## src/rtl/spdf_pkg.sv

```systemverilog
// Types, codes and helpers shared by the senior priority dual FIFO block.
`default_nettype none

package spdf_pkg;

  // Queue geometry
  localparam int QUEUE_DEPTH = 8;
  localparam int PTR_W       = $clog2(QUEUE_DEPTH);
  localparam int CNT_W       = $clog2(QUEUE_DEPTH + 1);
  localparam int CNT_OUT_W   = 4;

  // Reset value of the age threshold register
  localparam logic [7:0] AGE_THRESHOLD_RESET = 8'd60;

  // Operation codes
  localparam logic [1:0] FN_INSERT   = 2'd0;
  localparam logic [1:0] FN_POP_PRIO = 2'd1;
  localparam logic [1:0] FN_POP_NORM = 2'd2;

  // Result status codes
  localparam logic [2:0] ST_PRIO     = 3'd0;
  localparam logic [2:0] ST_NORM     = 3'd1;
  localparam logic [2:0] ST_REJECTED = 3'd2;
  localparam logic [2:0] ST_REMOVED  = 3'd3;
  localparam logic [2:0] ST_EMPTY    = 3'd4;

  // One stored person record
  typedef struct packed {
    logic signed [31:0] key;
    logic [7:0]         age;
    logic [9:0]         weight;
    logic [39:0]        salary_cents;
  } rec_t;

  // One accepted input beat
  typedef struct packed {
    logic [1:0] func;
    rec_t       rec;
  } item_t;

  // One result beat
  typedef struct packed {
    logic [2:0]           status;
    rec_t                 rec;
    logic [CNT_OUT_W-1:0] priority_count;
    logic [CNT_OUT_W-1:0] normal_count;
  } res_t;

  // Queue control and status
  typedef struct packed {
    logic push;
    logic pop;
  } q_ctrl_t;

  typedef struct packed {
    logic [CNT_W-1:0] count;
    logic             full;
    logic             empty;
  } q_stat_t;

  // Advance a ring pointer, wrapping at the queue depth
  function automatic logic [PTR_W-1:0] ptr_inc(input logic [PTR_W-1:0] p);
    return (p == PTR_W'(QUEUE_DEPTH - 1)) ? '0 : p + 1'b1;
  endfunction

endpackage

`default_nettype wire

```

## src/rtl/spdf_queue.sv

```systemverilog
// Circular record queue with head, tail and occupancy count.
`default_nettype none

module spdf_queue import spdf_pkg::*; (
  input  logic    clk,
  input  logic    rst,
  input  q_ctrl_t ctrl,
  input  rec_t    push_rec,
  output rec_t    head_rec,
  output q_stat_t stat
);

  rec_t             mem [QUEUE_DEPTH];
  logic [PTR_W-1:0] head;
  logic [PTR_W-1:0] tail;
  logic [CNT_W-1:0] count;

  // Advance pointers and count
  always_ff @(posedge clk) begin
    if (rst) begin
      head  <= '0;
      tail  <= '0;
      count <= '0;
    end else begin
      if (ctrl.push) tail <= ptr_inc(tail);
      if (ctrl.pop)  head <= ptr_inc(head);
      case ({ctrl.push, ctrl.pop})
        2'b10:   count <= count + 1'b1;
        2'b01:   count <= count - 1'b1;
        default: count <= count;
      endcase
    end
  end

  // Store the pushed record at the tail
  always_ff @(posedge clk) begin
    if (ctrl.push) mem[tail] <= push_rec;
  end

  // Present head entry and occupancy
  assign head_rec   = mem[head];
  assign stat.count = count;
  assign stat.full  = (count == CNT_W'(QUEUE_DEPTH));
  assign stat.empty = (count == '0);

endmodule

`default_nettype wire

```

## config.mk

```make
export PLATFORM = sky130hd
export DESIGN_NAME = spdf_queue
export DESIGN_NICKNAME = d
export VERILOG_FILES = /design/src/rtl/spdf_pkg.sv /design/src/rtl/spdf_queue.sv
export SDC_FILE = /design/constraint.sdc
export NUM_CORES = 1
export LEC_CHECK = 0
export ABC_AREA = 1
export BUFFER_PORTS_ARGS = -buffer_cell sky130_fd_sc_hd__buf_4
export CORE_MARGIN = 1.5
export CORE_UTILIZATION = 40
export DETAILED_ROUTE_END_ITERATION = 16
export GPL_ROUTABILITY_DRIVEN = 0
export PLACE_DENSITY_LB_ADDON = 0.15
export SYNTH_ARGS = -nofsm -noshare
export SYNTH_HDL_FRONTEND = slang
export SYNTH_SLANG_ARGS = --single-unit
```

## constraint.sdc

```tcl
create_clock -name clk -period 7 [get_ports clk]
set_input_delay 0.35 -clock clk [delete_from_list [all_inputs] [get_ports clk]]
set_output_delay 0.35 -clock clk [all_outputs]
set_load 0.05 [all_outputs]
```

# Word-level counts from Yosys, hierarchy flattened
# Memory sizes are Yosys's and may differ from the RTL's. A register that Yosys moved wholly into a read port is not among the register bits.
# Index checks and enable logic that the tools add are counted.
dict set report totals {
  romBits 0
  ramBits 720
  output_inout_bits 96
  regBits 10
  in_bits 94
  latch_bits 0
  elab_cells 22
  mem_count 1
}
# memory words word_bits read_ports rd_clocked_by_memory_dff write_ports line
set mem_list {}
lappend mem_list {mem 8 90 1 1 1 spdf_queue.sv:13} ;# rec_t mem [QUEUE_DEPTH];
dict set report op_classes {
  n_lt_le_gt_ge 0
  mul 0
  n_addsub 4
  div 0
  mux 7
  eq_ne 5
  n_reduce_logical 2
  n_shift 0
  bitwise 0
}
# op count
set op_table {}
lappend op_table {{2-to-1 mux 3 bit} 4}
lappend op_table {{one-hot mux 4 bit (2 select lines)} 1}
lappend op_table {{adder 3 x 1 -> 3 bit, second input constant} 2}
lappend op_table {{equality test 3 bit, second input constant} 2}
lappend op_table {{adder 4 x 1 -> 4 bit, second input constant} 1}
lappend op_table {{equality test 4 bit, second input constant} 1}
lappend op_table {{logical NOT 4 bit} 1}
lappend op_table {{subtractor 4 x 1 -> 4 bit, second input constant} 1}
lappend op_table {{equality test 2 x 1 -> 1 bit, second input constant} 1}
lappend op_table {{equality test 2 bit, second input constant} 1}
lappend op_table {{2-to-1 mux 1 bit} 2}
lappend op_table {{nonzero test 2 bit} 1}

# Logic depth before layout (Yosys ltp)
dict set report logic_depth {
  ltp_word 4
  ltp_mapped 11
  ltp_nobuf 11
}

# Worst setup path after synthesis
# Ideal clock, no wire load.
dict set report synth_path {
  kind {input-to-reg}
  start {input port ctrl[1] (netlist name)}
  end {memory mem[0][0] (netlist name) (enable)}
  path_stages 3
  setup_slack_ns 1.947
  n_path_buf 0
  t_arrival_ns 4.514
  t_required_ns 6.461
  setup_ns 0.539
  path_cell_list {inv_1 > or2_2 > nor2_1}
}
dict set report synth_via {
  elab_chain_len 2
}
# element line
set synth_lines {}
lappend synth_lines {{from (decl)} spdf_queue.sv:7} ;# input q_ctrl_t ctrl,
lappend synth_lines {{2-to-1 mux 1 bit} spdf_queue.sv:37} ;# if (ctrl.push) mem[tail] <= push_rec;
lappend synth_lines {{2-to-1 mux 1 bit (implied by the code)} spdf_queue.sv:37}
lappend synth_lines {{to (decl)} spdf_queue.sv:13}
# Every way passes these cells.

==> impl_metrics.tcl <==
set metrics [dict create \
    num-fill-cells 6166 \
    ys_seq_elements 733 \
    die-area_sq_mm 0.07310 \
    drv_slew 0 \
    rsz0062_at_grt "false" \
    multi_input_area_sq_mm 0.006031 \
    cts_tree "built" \
    io_buffers 189 \
    cts-root-buf "clkbuf_16" \
    fin_crit_ns 4.040 \
    fin_crit_sh_pct 57.72 \
    cp-start-kind "flop" \
    grtUsageTotal_pct 18.20 \
    hold_viol 0 \
    finalClockSkew_ns 0.02764 \
    first_iter_violations 1204 \
    synth.cell_area_sq_mm 0.02859 \
    postRouteAntennaNets 0 \
    start_util_pct 40.62 \
    grt_pass1_vias 17071 \
    cp_slowest_cell "inv_8" \
    fp.dieW_microns 270.4 \
    grt_pass1_wl_microns 102400 \
    dp.final_hpwl_microns 32230 \
    synth.mux.area_fraction_pct 3.151 \
    synthXorXnorAreaFrac_pct 0.06126 \
    yosysUniqueCellTypes 24 \
    clock_sinks 733 \
    cts_hold_buf 91 \
    power.density_mw_per_mm2 298.2 \
    crit_path_max_incr_delay_ns 0.75 \
    total_leakage_power_nw 11.84 \
    synth_compound_area_share_pct 8.594 \
    status "completed" \
    synthArstFlopShare_pct 0 \
    yosys_most_used_dff "edfxtp_1" \
    crit_path_cell_trace "inv_8 -> buf_4 -> o21ai_0 -> o21ai_1 -> nand2_1 -> nand2_1 -> buf_4" \
    drc 0 \
    wirelength_microns 67490 \
    viasPerCell 5.115 \
    gr-total-overflow 0 \
    htreeDepth 3 \
    clock_latency_ns 0.63 \
    final_cell_mix "edfxtp_1, nor2_1, o21ai_0" \
    synth-seq-area-share_pct 76.52 \
    syn_avg_cell_area_sq_um 13.55 \
    syn_nets 2212 \
    final_common_cell "edfxtp_1" \
    drive_above_1_share_pct 13.73 \
    worst_pin_slew_ns 1.088 \
    fin_nets 2468 \
    arrival_ns 3.69 \
    slew_headroom_pct 27.49 \
    antenna_found_initial 5 \
    design.core.area_sq_mm 0.07039 \
    cp_top_family "buffers and inverters" \
    fp.dieH_microns 270.4 \
    crit_required_ns 6.65 \
    ctsResizeCount 0 \
    synthAdderAreaFrac_pct 0.3063 \
    end_kind "primary output" \
    synth_top_family_by_area "simple AND/OR/NAND/NOR gates" \
    clkSlewWorstSetupHoldPaths_ns 0.06 \
    setup_viol 0 \
    path_class "flop to primary output" \
    clock.fmax_mhz 247.5 \
    grt_max_degree 177 \
    clock_path_buffers 3 \
    syn_to_final_growth_pct 19.59 \
    vias 17223 \
    cts_setup_buffers 0 \
    wl_per_cell_microns 20.04 \
    synth_edf_count 720 \
    synth-simple-area-share_pct 8.769 \
    worstPathMaxFanout 143 \
    cp.buffers_inverters 3 \
    holdWs_ns 0.04687 \
    cts-buffers-inserted 78 \
    synthCells 2111 \
    maxCapViolations 0 \
    boundaryPins 190 \
    peakVddDrop_uv 208.5 \
    drtPass1Iterations 5 \
    min_path_type "primary input to flop" \
    seq_area_sq_mm 0.02189 \
    tns_ns 0 \
    row_count 97 \
    yosysWarnings 0 \
]
-- registers in the layout (all words and copies together), names as in the netlist, named ones only --
register	flops
mem	720
count	4
head	3
tail	3
-- cells in the mapped netlist, types with 2 or more instances --
library cell  count  area [sq um]
nor2_1          373          1400
o22ai_1          90         563.0
o21ai_1          79         395.4
a21oi_1          10         50.05
clkbuf_1         61         229.0
edfxtp_1        720         21620
o21ai_0         288          1441
nand3_1           4         20.02
dfxtp_1          13         260.3
ha_1              7         87.58
nor3_1            3         15.01
mux2i_1          90         900.9
buf_6            13         146.4
buf_2            30         150.1
xnor2_1           2         17.52
buf_1            11         41.29
nand2_1         284          1066
buf_4            12         90.09
inv_1            16         60.06
-- where the power goes --
| group | switching [mW] | leakage (nW) | internal, mW |
|---|---|---|---|
| Clock | 1.66 | 1.21 | 2.33 |
| Sequential | 0.0574 | 6.65 | 4.95 |
| Combinational | 0.847 | 3.98 | 0.354 |
-- cells by family after synthesis --
family	after synthesis
AOI/OAI and AO/OA	468
and+or+nand+nor	665
buffers and inverters	146
adders and majority gates	7
xor gates and xnor gates	2
DFF	733
muxes	90
-- final timing paths --
check	startpoint	end	slack, ns	cells past startpoint
hold / removal	ctrl[0]	flop	0.05	2
hold reg to reg	head[1]	flop	0.51	2
setup reg to reg	tail[0]	mem[4][48]	4.23	4
setup / recovery	flop	head_rec[9]	2.96	7
-- per-layer routing --
metal,vias up,global-route usage [%],part of all wire [%]
met5,-,0,0.070
met4,8,4.881,2.1
met3,103,3.201,4.1
met2,330,30.34,49
met1,8570,24.59,45
li1,8212,-,-
-- per-stage QoR --
stage / power [mW] / setup slack (ns) / utilization [%] / area [sq um] / instances
global placement: 6.255 / 3.584 / 43.76 / 30800 / 3136
floorplan: 5.861 / 1.947 / - / 28590 / 2111
detailed placement: 6.270 / 3.588 / 43.76 / 30800 / 3136
finish: 10.20 / 2.960 / 48.58 / 34190 / 3367
CTS: 10.31 / 2.915 / 48.57 / 34190 / 3366
global route: 10.56 / 2.690 / 48.58 / 34190 / 3367
-- cell type report --
class	instances	share of cell area (%)
clock inverters	38	1.164
diodes	1	0.007318
clock buffers	101	6.081
flip-flops and latches	733	64.02
multi-input cells	1232	17.64
repair buffers	304	7.413
well taps	940	3.440
inverters	18	0.2342
Power figures use the tool's default switching activity.
